<file path="config.mk">
export PLATFORM = sky130hd
export DESIGN_NAME = rep_velocity_meter
export DESIGN_NICKNAME = d
export VERILOG_FILES = /design/src/rtl/rvm_pkg.sv /design/src/rtl/rvm_div.sv /design/src/rtl/rep_velocity_meter.sv
export SDC_FILE = /design/constraint.sdc
export NUM_CORES = 1
export LEC_CHECK = 0
export BUFFER_PORTS_ARGS = -buffer_cell sky130_fd_sc_hd__buf_2
export CAP_MARGIN = 20
export CORE_ASPECT_RATIO = 1.25
export CORE_MARGIN = 2
export CORE_UTILIZATION = 45
export DETAILED_ROUTE_END_ITERATION = 16
export PLACE_DENSITY = 0.74
export REMOVE_ABC_BUFFERS = 1
export SLEW_MARGIN = 20
export SYNTH_ARGS = -nofsm -noshare
export SYNTH_HDL_FRONTEND = slang
export SYNTH_SLANG_ARGS = --single-unit
</file>
<file path="constraint.sdc">
create_clock -name clk -period 5.6 [get_ports clk]
set_input_delay 1.12 -clock clk [delete_from_list [all_inputs] [get_ports clk]]
set_output_delay 1.12 -clock clk [all_outputs]
set_load 0.005 [all_outputs]
</file>
<file path="src/rtl/rvm_pkg.sv">
// ----------------------------------------------------------------------------
// rvm_pkg: shared types and constants of the repetition velocity meter
// Configuration indexes and reset values, divider widths and the request and
// response bundles that pass between the sequencer and the shared divider.
// ----------------------------------------------------------------------------
package rvm_pkg;

    // sample limits
    localparam int unsigned RANGE_W      = 8;
    localparam int unsigned TIME_W       = 32;
    localparam int unsigned ELAPSED_W    = TIME_W - 1;
    localparam int unsigned MAX_RANGE_CM = 200;
    localparam logic [RANGE_W-1:0]   MAX_RANGE   = RANGE_W'(MAX_RANGE_CM);
    localparam logic [ELAPSED_W-1:0] ELAPSED_MAX = {ELAPSED_W{1'b1}};

    // configuration port
    localparam int unsigned CFG_W     = 8;
    localparam int unsigned CFG_IDX_W = 2;

    typedef enum logic [CFG_IDX_W-1:0] {
        CFG_LOW_LEVEL  = 2'd0,
        CFG_HIGH_LEVEL = 2'd1,
        CFG_ERR_LIMIT  = 2'd2,
        CFG_FULL_SPEED = 2'd3
    } cfg_idx_t;

    localparam logic [CFG_W-1:0] LOW_LEVEL_RST  = 8'd35;
    localparam logic [CFG_W-1:0] HIGH_LEVEL_RST = 8'd45;
    localparam logic [CFG_W-1:0] ERR_LIMIT_RST  = 8'd150;
    localparam logic [CFG_W-1:0] FULL_SPEED_RST = 8'd50;

    // arithmetic constants
    localparam int unsigned SPEED_W    = 8;
    localparam int unsigned PROD_W     = 16;
    localparam logic [9:0]  SCALE_MS   = 10'd1000;
    localparam logic [7:0]  FULL_ANGLE = 8'd180;

    // shared divider: 255 cm * 1000 fits in 18 bits
    localparam int unsigned DVD_W = 18;
    localparam int unsigned CNT_W = $clog2(DVD_W + 1);
    localparam logic [CNT_W-1:0] VEL_ITERS = CNT_W'(DVD_W);
    localparam logic [CNT_W-1:0] ACC_ITERS = CNT_W'(SPEED_W);
    localparam logic [CNT_W-1:0] ANG_ITERS = CNT_W'(PROD_W);

    typedef struct packed {
        logic                 start;
        logic [CNT_W-1:0]     iters;
        logic [DVD_W-1:0]     dividend;
        logic [ELAPSED_W-1:0] divisor;
    } div_req_t;

    typedef struct packed {
        logic             busy;
        logic             done;
        logic [DVD_W-1:0] quotient;
    } div_rsp_t;

endpackage

</file>
<file path="src/rtl/rvm_div.sv">
// ----------------------------------------------------------------------------
// rvm_div: shared restoring divider
// One quotient bit per cycle. The dividend arrives left-aligned, so a request
// for n iterations yields an n-bit quotient in the low bits.
// ----------------------------------------------------------------------------
module rvm_div (
    input  logic              clk,
    input  logic              rst_n,
    input  rvm_pkg::div_req_t req,
    output rvm_pkg::div_rsp_t rsp
);
    import rvm_pkg::*;

    logic                 busy_reg;
    logic                 busy_next;
    logic                 done_reg;
    logic                 done_next;
    logic [CNT_W-1:0]     cnt_reg;
    logic [CNT_W-1:0]     cnt_next;
    logic [ELAPSED_W-1:0] rem_reg;
    logic [ELAPSED_W-1:0] rem_next;
    logic [DVD_W-1:0]     dvd_reg;
    logic [DVD_W-1:0]     dvd_next;
    logic [DVD_W-1:0]     quo_reg;
    logic [DVD_W-1:0]     quo_next;
    logic [ELAPSED_W-1:0] dsr_reg;
    logic [ELAPSED_W-1:0] dsr_next;

    logic [ELAPSED_W:0]   shifted;
    logic [ELAPSED_W+1:0] trial;
    logic                 fits;

    assign shifted = {rem_reg, dvd_reg[DVD_W-1]};
    assign trial   = {1'b0, shifted} - {2'b00, dsr_reg};
    assign fits    = !trial[ELAPSED_W+1];

    always_comb
    begin
        busy_next = busy_reg;
        done_next = 1'b0;
        cnt_next  = cnt_reg;
        rem_next  = rem_reg;
        dvd_next  = dvd_reg;
        quo_next  = quo_reg;
        dsr_next  = dsr_reg;
        if (req.start)
        begin
            busy_next = 1'b1;
            cnt_next  = req.iters;
            rem_next  = '0;
            dvd_next  = req.dividend;
            quo_next  = '0;
            dsr_next  = req.divisor;
        end
        else if (busy_reg)
        begin
            // remainder stays below the divisor, so the top bit drops out
            rem_next = fits ? trial[ELAPSED_W-1:0] : shifted[ELAPSED_W-1:0];
            dvd_next = {dvd_reg[DVD_W-2:0], 1'b0};
            quo_next = {quo_reg[DVD_W-2:0], fits};
            cnt_next = cnt_reg - CNT_W'(1);
            if (cnt_reg == CNT_W'(1))
            begin
                busy_next = 1'b0;
                done_next = 1'b1;
            end
        end
    end

    always_ff @(posedge clk or negedge rst_n)
    begin
        if (!rst_n)
        begin
            busy_reg <= 1'b0;
            done_reg <= 1'b0;
            cnt_reg  <= '0;
        end
        else
        begin
            busy_reg <= busy_next;
            done_reg <= done_next;
            cnt_reg  <= cnt_next;
        end
    end

    always_ff @(posedge clk)
    begin
        rem_reg <= rem_next;
        dvd_reg <= dvd_next;
        quo_reg <= quo_next;
        dsr_reg <= dsr_next;
    end

    assign rsp.busy     = busy_reg;
    assign rsp.done     = done_reg;
    assign rsp.quotient = quo_reg;

endmodule

</file>
<file path="src/rtl/rep_velocity_meter.sv">
// ----------------------------------------------------------------------------
// rep_velocity_meter: repetition velocity meter
// Range samples with timestamps in, one velocity result beat out per sample.
// ----------------------------------------------------------------------------
// Input beats (range_cm, time_ms) are taken on in_valid && in_ready; one result
// beat (speed, peak_speed, accel, servo_angle, zero_interval) leaves on
// out_valid && out_ready for every input beat, in order.
// Configuration is written with cfg_we, cfg_index and cfg_data; the user must
// write it only while idle, which the block does not enforce. Each sample runs
// through up to three divisions on one shared restoring divider, one quotient
// bit per cycle: the velocity (first high sample after arming only), the accel
// and the servo angle. Zero elapsed time skips the velocity and accel divisions
// and zero full speed skips the angle division. in_ready is low from acceptance
// until the sequencer is idle again. The result sits in an output register, so
// the next sample may be accepted while it waits; if the receiver still stalls
// when the next result is ready, the sequencer holds until the output register
// frees. Reset restores the default levels, clears the latched start, the held
// and peak speeds, the elapsed time and any pending result.
// ----------------------------------------------------------------------------
module rep_velocity_meter (
    input  logic                               clk,
    input  logic                               rst_n,
    input  logic                               cfg_we,
    input  logic [rvm_pkg::CFG_IDX_W-1:0]      cfg_index,
    input  logic [rvm_pkg::CFG_W-1:0]          cfg_data,
    input  logic                               in_valid,
    output logic                               in_ready,
    input  logic [rvm_pkg::RANGE_W-1:0]        range_cm,
    input  logic [rvm_pkg::TIME_W-1:0]         time_ms,
    output logic                               out_valid,
    input  logic                               out_ready,
    output logic [rvm_pkg::SPEED_W-1:0]        speed,
    output logic [rvm_pkg::SPEED_W-1:0]        peak_speed,
    output logic [rvm_pkg::SPEED_W-1:0]        accel,
    output logic [rvm_pkg::SPEED_W-1:0]        servo_angle,
    output logic                               zero_interval
);
    import rvm_pkg::*;

    typedef enum logic [8:0] {
        S_IDLE     = 9'b000000001,
        S_VEL_GO   = 9'b000000010,
        S_VEL_WAIT = 9'b000000100,
        S_HOLD     = 9'b000001000,
        S_ACC_GO   = 9'b000010000,
        S_ACC_WAIT = 9'b000100000,
        S_ANG_GO   = 9'b001000000,
        S_ANG_WAIT = 9'b010000000,
        S_DONE     = 9'b100000000
    } state_t;

    state_t state_reg;
    state_t state_next;

    logic [CFG_W-1:0]     low_reg,   low_next;
    logic [CFG_W-1:0]     high_reg,  high_next;
    logic [CFG_W-1:0]     limit_reg, limit_next;
    logic [CFG_W-1:0]     full_reg,  full_next;

    logic [TIME_W-1:0]    start_time_reg, start_time_next;
    logic [RANGE_W-1:0]   start_pos_reg,  start_pos_next;
    logic                 measured_reg,   measured_next;
    logic [SPEED_W-1:0]   held_reg,       held_next;
    logic [SPEED_W-1:0]   peak_reg,       peak_next;
    logic [ELAPSED_W-1:0] elapsed_reg,    elapsed_next;

    logic                 measure_reg,  measure_next;
    logic [RANGE_W-1:0]   dmag_reg,     dmag_next;
    logic [DVD_W-1:0]     vel_reg,      vel_next;
    logic                 zero_hit_reg, zero_hit_next;
    logic [SPEED_W-1:0]   accel_reg,    accel_next;
    logic [SPEED_W-1:0]   angle_reg,    angle_next;

    logic                 out_valid_reg, out_valid_next;
    logic [SPEED_W-1:0]   speed_reg,     speed_next;
    logic [SPEED_W-1:0]   peak_out_reg,  peak_out_next;
    logic [SPEED_W-1:0]   accel_out_reg, accel_out_next;
    logic [SPEED_W-1:0]   angle_out_reg, angle_out_next;
    logic                 zero_out_reg,  zero_out_next;

    logic [RANGE_W-1:0]   range_clamp;
    logic                 at_low;
    logic                 at_high;
    logic [TIME_W-1:0]    st_time_new;
    logic [RANGE_W-1:0]   st_pos_new;
    logic [TIME_W-1:0]    diff;
    logic [ELAPSED_W-1:0] diff_sat;
    logic [RANGE_W-1:0]   dmag;
    logic [SPEED_W-1:0]   held_new;
    logic [PROD_W-1:0]    angle_prod;
    logic                 accept;
    logic                 out_free;

    div_req_t div_req;
    div_rsp_t div_rsp;

    rvm_div u_div (
        .clk   (clk),
        .rst_n (rst_n),
        .req   (div_req),
        .rsp   (div_rsp)
    );

    assign accept   = in_valid && in_ready;
    assign out_free = !out_valid_reg || out_ready;

    // latch before measure when the levels overlap
    always_comb
    begin
        range_clamp = (range_cm > MAX_RANGE) ? MAX_RANGE : range_cm;
        at_low      = range_clamp <= low_reg;
        at_high     = range_clamp >= high_reg;
        st_time_new = at_low ? time_ms : start_time_reg;
        st_pos_new  = at_low ? range_clamp : start_pos_reg;
        diff        = time_ms - st_time_new;
        diff_sat    = diff[TIME_W-1] ? ELAPSED_MAX : diff[ELAPSED_W-1:0];
        dmag        = (range_clamp >= st_pos_new) ? (range_clamp - st_pos_new)
                                                  : (st_pos_new - range_clamp);
        held_new    = (vel_reg > DVD_W'(limit_reg)) ? '0 : vel_reg[SPEED_W-1:0];
        angle_prod  = PROD_W'(held_reg) * PROD_W'(FULL_ANGLE);
    end

    always_comb
    begin
        low_next        = low_reg;
        high_next       = high_reg;
        limit_next      = limit_reg;
        full_next       = full_reg;
        if (cfg_we)
        begin
            unique case (cfg_idx_t'(cfg_index))
                CFG_LOW_LEVEL:  low_next   = cfg_data;
                CFG_HIGH_LEVEL: high_next  = cfg_data;
                CFG_ERR_LIMIT:  limit_next = cfg_data;
                CFG_FULL_SPEED: full_next  = cfg_data;
            endcase
        end
    end

    always_comb
    begin
        state_next       = state_reg;
        start_time_next  = start_time_reg;
        start_pos_next   = start_pos_reg;
        measured_next    = measured_reg;
        held_next        = held_reg;
        peak_next        = peak_reg;
        elapsed_next     = elapsed_reg;
        measure_next     = measure_reg;
        dmag_next        = dmag_reg;
        vel_next         = vel_reg;
        zero_hit_next    = zero_hit_reg;
        accel_next       = accel_reg;
        angle_next       = angle_reg;
        out_valid_next   = out_valid_reg && !out_ready;
        speed_next       = speed_reg;
        peak_out_next    = peak_out_reg;
        accel_out_next   = accel_out_reg;
        angle_out_next   = angle_out_reg;
        zero_out_next    = zero_out_reg;
        div_req.start    = 1'b0;
        div_req.iters    = VEL_ITERS;
        div_req.dividend = DVD_W'(dmag_reg) * DVD_W'(SCALE_MS);
        div_req.divisor  = elapsed_reg;

        unique case (state_reg)
            S_IDLE:
            begin
                if (accept)
                begin
                    start_time_next = st_time_new;
                    start_pos_next  = st_pos_new;
                    measured_next   = at_high ? 1'b1 : (at_low ? 1'b0 : measured_reg);
                    measure_next    = at_high && (at_low || !measured_reg);
                    if (at_high)
                    begin
                        elapsed_next = diff_sat;
                    end
                    dmag_next     = dmag;
                    vel_next      = at_low ? '0 : DVD_W'(held_reg);
                    zero_hit_next = 1'b0;
                    state_next    = S_VEL_GO;
                end
            end
            S_VEL_GO:
            begin
                if (measure_reg && (elapsed_reg != '0))
                begin
                    div_req.start = 1'b1;
                    state_next    = S_VEL_WAIT;
                end
                else
                begin
                    if (measure_reg)
                    begin
                        vel_next      = '0;
                        zero_hit_next = 1'b1;
                    end
                    state_next = S_HOLD;
                end
            end
            S_VEL_WAIT:
            begin
                if (div_rsp.done)
                begin
                    vel_next   = div_rsp.quotient;
                    state_next = S_HOLD;
                end
            end
            S_HOLD:
            begin
                held_next  = held_new;
                peak_next  = (held_new > peak_reg) ? held_new : peak_reg;
                state_next = S_ACC_GO;
            end
            S_ACC_GO:
            begin
                if (elapsed_reg == '0)
                begin
                    accel_next    = '0;
                    zero_hit_next = 1'b1;
                    state_next    = S_ANG_GO;
                end
                else
                begin
                    div_req.start    = 1'b1;
                    div_req.iters    = ACC_ITERS;
                    div_req.dividend = {held_reg, {(DVD_W-SPEED_W){1'b0}}};
                    state_next       = S_ACC_WAIT;
                end
            end
            S_ACC_WAIT:
            begin
                if (div_rsp.done)
                begin
                    accel_next = div_rsp.quotient[SPEED_W-1:0];
                    state_next = S_ANG_GO;
                end
            end
            S_ANG_GO:
            begin
                if (full_reg == '0)
                begin
                    angle_next = '0;
                    state_next = S_DONE;
                end
                else
                begin
                    div_req.start    = 1'b1;
                    div_req.iters    = ANG_ITERS;
                    div_req.dividend = {angle_prod, {(DVD_W-PROD_W){1'b0}}};
                    div_req.divisor  = ELAPSED_W'(full_reg);
                    state_next       = S_ANG_WAIT;
                end
            end
            S_ANG_WAIT:
            begin
                if (div_rsp.done)
                begin
                    // saturate at full deflection
                    angle_next = (div_rsp.quotient > DVD_W'(FULL_ANGLE))
                                 ? FULL_ANGLE : div_rsp.quotient[SPEED_W-1:0];
                    state_next = S_DONE;
                end
            end
            S_DONE:
            begin
                if (out_free)
                begin
                    out_valid_next = 1'b1;
                    speed_next     = held_reg;
                    peak_out_next  = peak_reg;
                    accel_out_next = accel_reg;
                    angle_out_next = angle_reg;
                    zero_out_next  = zero_hit_reg;
                    state_next     = S_IDLE;
                end
            end
            default:
            begin
                state_next = S_IDLE;
            end
        endcase
    end

    always_ff @(posedge clk or negedge rst_n)
    begin
        if (!rst_n)
        begin
            state_reg      <= S_IDLE;
            low_reg        <= LOW_LEVEL_RST;
            high_reg       <= HIGH_LEVEL_RST;
            limit_reg      <= ERR_LIMIT_RST;
            full_reg       <= FULL_SPEED_RST;
            start_time_reg <= '0;
            start_pos_reg  <= '0;
            measured_reg   <= 1'b0;
            held_reg       <= '0;
            peak_reg       <= '0;
            elapsed_reg    <= '0;
            out_valid_reg  <= 1'b0;
        end
        else
        begin
            state_reg      <= state_next;
            low_reg        <= low_next;
            high_reg       <= high_next;
            limit_reg      <= limit_next;
            full_reg       <= full_next;
            start_time_reg <= start_time_next;
            start_pos_reg  <= start_pos_next;
            measured_reg   <= measured_next;
            held_reg       <= held_next;
            peak_reg       <= peak_next;
            elapsed_reg    <= elapsed_next;
            out_valid_reg  <= out_valid_next;
        end
    end

    always_ff @(posedge clk)
    begin
        measure_reg   <= measure_next;
        dmag_reg      <= dmag_next;
        vel_reg       <= vel_next;
        zero_hit_reg  <= zero_hit_next;
        accel_reg     <= accel_next;
        angle_reg     <= angle_next;
        speed_reg     <= speed_next;
        peak_out_reg  <= peak_out_next;
        accel_out_reg <= accel_out_next;
        angle_out_reg <= angle_out_next;
        zero_out_reg  <= zero_out_next;
    end

    assign in_ready      = (state_reg == S_IDLE);
    assign out_valid     = out_valid_reg;
    assign speed         = speed_reg;
    assign peak_speed    = peak_out_reg;
    assign accel         = accel_out_reg;
    assign servo_angle   = angle_out_reg;
    assign zero_interval = zero_out_reg;

    // one sample at a time through the sequencer
    a_busy_after_accept: assert property (@(posedge clk) disable iff (!rst_n)
        (in_valid && in_ready) |=> !in_ready)
        else $error("input taken while a sample is in progress");

    a_div_not_restarted: assert property (@(posedge clk) disable iff (!rst_n)
        div_req.start |-> !div_rsp.busy)
        else $error("divider restarted while busy");

    a_peak_covers_speed: assert property (@(posedge clk) disable iff (!rst_n)
        out_valid |-> (peak_speed >= speed))
        else $error("peak speed below current speed");

    a_angle_saturated: assert property (@(posedge clk) disable iff (!rst_n)
        out_valid |-> (servo_angle <= FULL_ANGLE))
        else $error("servo angle beyond full deflection");

endmodule
</file>
==> key figures <==
Run status
  – Status: complete, no violations

GRT
  – Largest net degree at the start of global routing: 90
  – Congestion Overflow GR: 0
  – First-pass GRT wire length: roughly 72 mm
  – Initial antenna violation count: 1
  – Vias in the first global route: 14930
  – Overall Global Routing Usage: between 10% and 20%

Die
  – Io pins: 90
  – Width of the die: roughly 190 µm
  – Standard-cell row count: 85
  – Initial Utilization: ~46%
  – Die area: roughly 46000 µm²
  – Die Y: around 240 µm
  – Area of the core: about 43000 µm²

Place
  – Final Wtd Congestion: ~0.9
  – Placed cell areas: between 20000 and 25000 µm²
  – IO Port Bufs: just under 90
  – DP HPWL: about 33 mm

Setup path
  – Worst-path cell chain: buf_2 > o311ai_4 > nand2_1 > ha_1 > nand2_1 > buf_4 > a2111oi_4 > a221oi_4 > nand2_2 > buf_12 > mux2i_1 > ha_1 > a21boi_1 > o21a_2 > o21ai_2 > a21oi_2 > or3_1 > a22o_1 > a221o_1 > a22oi_2 > o41ai_2 > xnor2_1 > a31oi_2
  – Critical path type: primary input to flip-flop
  – FF-to-FF End: u_div.dvd_reg[16]
  – R2R depth: 21
  – Worst Path Arrival: 5.80 ns
  – Req. time, crit path: 5.98 ns
  – Max FO, Critical Path: 7
  – Crit end category: flip-flop
  – CP max stage cell: o311ai_4
  – FF-to-FF setup slack: ~0.54 ns
  – CP max stage delay: 0.37 ns
  – Startpoint types: primary input
  – Reg-to-reg critical path startpoint: dmag_reg[2]

Pwr
  – Seq pwr share: around a quarter
  – PwrDens: ~650 nW/µm²
  – LEAKAGE: about 10 nW
  – Comb pwr share: between 50% and 60%
  – Psw: 6.415 mW
  – Worst VDD drop: a little over 1000 µV
  – Clock power share: 15.0%
  – Internal: roughly 8.5 mW
  – Total Power: about 15 mW
  – Switch share: around 43%

Final layout
  – Most frequent cells in the layout: 184 x inv_1, 184 x nor2_1, 154 x ha_1
  – Fill cell count: about 3800
  – Multi-input combinational cell area: about 11000 µm²
  – Area grow syn2layout: 15.84%
  – Post-Layout Inst Area: roughly 23000 µm²
  – Layout cells sized above 1: between 10% and 20%
  – Finished Core Util: between 50% and 60%
  – Nets@finish: 2385
  – Register cell area after layout: approximately 8100 µm²
  – Max FFs per register: 32

Drt
  – Final WL: roughly 45 mm
  – DRC viols: 0
  – Avg WL per Cell: ~16 µm
  – Vias/cell: approximately 5.5
  – Drt pass-1 iters: 7
  – Detail Route Antenna Nets: 0
  – Starting DRT DRC Count: between 900 and 1000
  – Via count: 14980

Logic synthesis
  – Post-synthesis async set-or-reset flop share: 44.34%
  – Yosys reg bits: just over 300
  – Seq/Total Area, Yosys: between 40 and 50%
  – Post-synth EDFFs: 123
  – Cells after synthesis: ~2000
  – Synth Flop Type: edfxtp_1
  – Post-synthesis area per instance: around 10 µm²
  – Mapped Area: around 20000 µm²
  – Synth cell types: between 90 and 100
  – Yosys warnings: 0

Clocking
  – Root Buffer: clkbuf_16
  – Depth of the CTS H-tree: 2
  – Num CTS Buffers: 34
  – Clock sinks: between 300 and 400
  – CTS tree: yes
  – Worst-Skew Late Latency: about 0.55 ns
  – CTS clk-pin slew, worst paths: 0.06 ns
  – # hold bufs at CTS: 0
  – Clock buffer depth: 3

Timing
  – Fmax: around 180 MHz
  – Tightest Pin Transition: a little under 0.9 ns
  – Relative slew slack: between 40% and 50%
  – Final Hold Fails: 0
  – Final Skew: between 0.02 and 0.03 ns
  – Final min period: approximately 5.4 ns
  – Final-report max-slew violation count: 0
  – Setup TNS: 0 ns
  – Final setup vio count: 0
  – Min Hold Slack: between 0.4 and 0.5 ns
  – Period utilisation layout: between 90% and 100%

Hold path
  – HP Start: angle_reg[1]
  – Hold path depth: 0
  – Worst hold path class: flip-flop to flip-flop
  – Worst hold endpoint: servo_angle[1]

Run
  – MaxCap Viol Count: 0
critical path: cells and delay by family:
| kind | cells | cell delay, ns |
|---|---|---|
| fa+ha+maj | 2 | 0.59 |
| simple gates | 4 | 0.74 |
| mux | 1 | 0.23 |
| compound gates | 12 | 2.48 |
| buf+inv | 3 | 0.43 |
| xor+xnor | 1 | 0.21 |
metal layers:
metal	part of all wire (%)	vias to the layer above	GRT usage, %	routed length, µm
met1	42	7197	23.49	18890
met3	3.5	118	2.500	1560
met4	4.0	0	8.228	1803
met2	50	348	34.36	22330
li1	-	7318	-	-
met5	0	-	0	0
logic make-up after synthesis:
logic type,synth area share (%)
DFF,41.19
buffers and inverters,5.051
muxes,6.377
adders and majority gates,13.79
and+or+nand+nor,12.90
AOI/OAI and AO/OA,17.00
xor gates and xnor gates,3.693
synth_stat cells, types with 48 or more instances:
cell type / instances / share of area [%]
clkbuf_1: 58 / 1.1
mux2i_1: 48 / 2.4
and2_1: 59 / 1.9
nand2_1: 120 / 2.3
inv_1: 185 / 3.5
mux2_2: 69 / 3.9
nor2_1: 185 / 3.5
o21ai_0: 107 / 2.7
ha_1: 155 / 9.8
a21oi_1: 133 / 3.4
dfxtp_1: 49 / 5.0
xnor2_1: 48 / 2.1
dfrtp_1: 122 / 15
edfxtp_1: 123 / 19
power by group through the flow:
stage	Combinational (mW)	Sequential, mW	Clock [mW]
floorplan	6.44	3.68	0
global placement	8.24	3.81	0
detailed placement	8.53	3.85	0
CTS	8.63	3.81	2.29
global route	9.96	3.92	2.36
finish	8.86	3.82	2.24
worst max path at each step:
stage          depth (start not counted)        start  slack (ns)               to
3_5_place_dp                          26  range_cm[3]       -0.59  elapsed_reg[26]
2_1_floorplan                         23  range_cm[3]       -1.29  elapsed_reg[29]
5_1_grt                               23  range_cm[4]       -0.05  elapsed_reg[24]
4_1_cts                               23  range_cm[3]        0.04  elapsed_reg[25]
3_3_place_gp                          23  range_cm[3]       -0.32  elapsed_reg[25]
6_report                              23  range_cm[4]        0.17  elapsed_reg[25]
cell type report:
type                       instances  share of cell area, %
multi-input combinational       1408                  47.38
sequential                       309                  35.56
timing repair buffer             199                  5.992
clock buffer                      44                  4.020
tap                              565                  3.095
inverter                         187                  3.073
clock inverter                    18                 0.8654
antenna                            1                0.01095
repair_timing:
action / in CTS / in global routing
cloned: 0 / 2
buffers inserted: 0 / 9
pin swaps: 0 / 35
endpoints found under the setup margin: 2 / 33
gates resized for setup: 1 / 48
per-stage QoR:
| stage | setup slack, ns | instances |
|---|---|---|
| after floorplan | -1.294 | 1903 |
| after global placement | -0.3154 | 2657 |
| after detailed placement | -0.5945 | 2657 |
| after CTS | 0.03624 | 2719 |
| after global routing | -0.05419 | 2731 |
| final | 0.1729 | 2731 |
(Power assumes the default switching activity.)
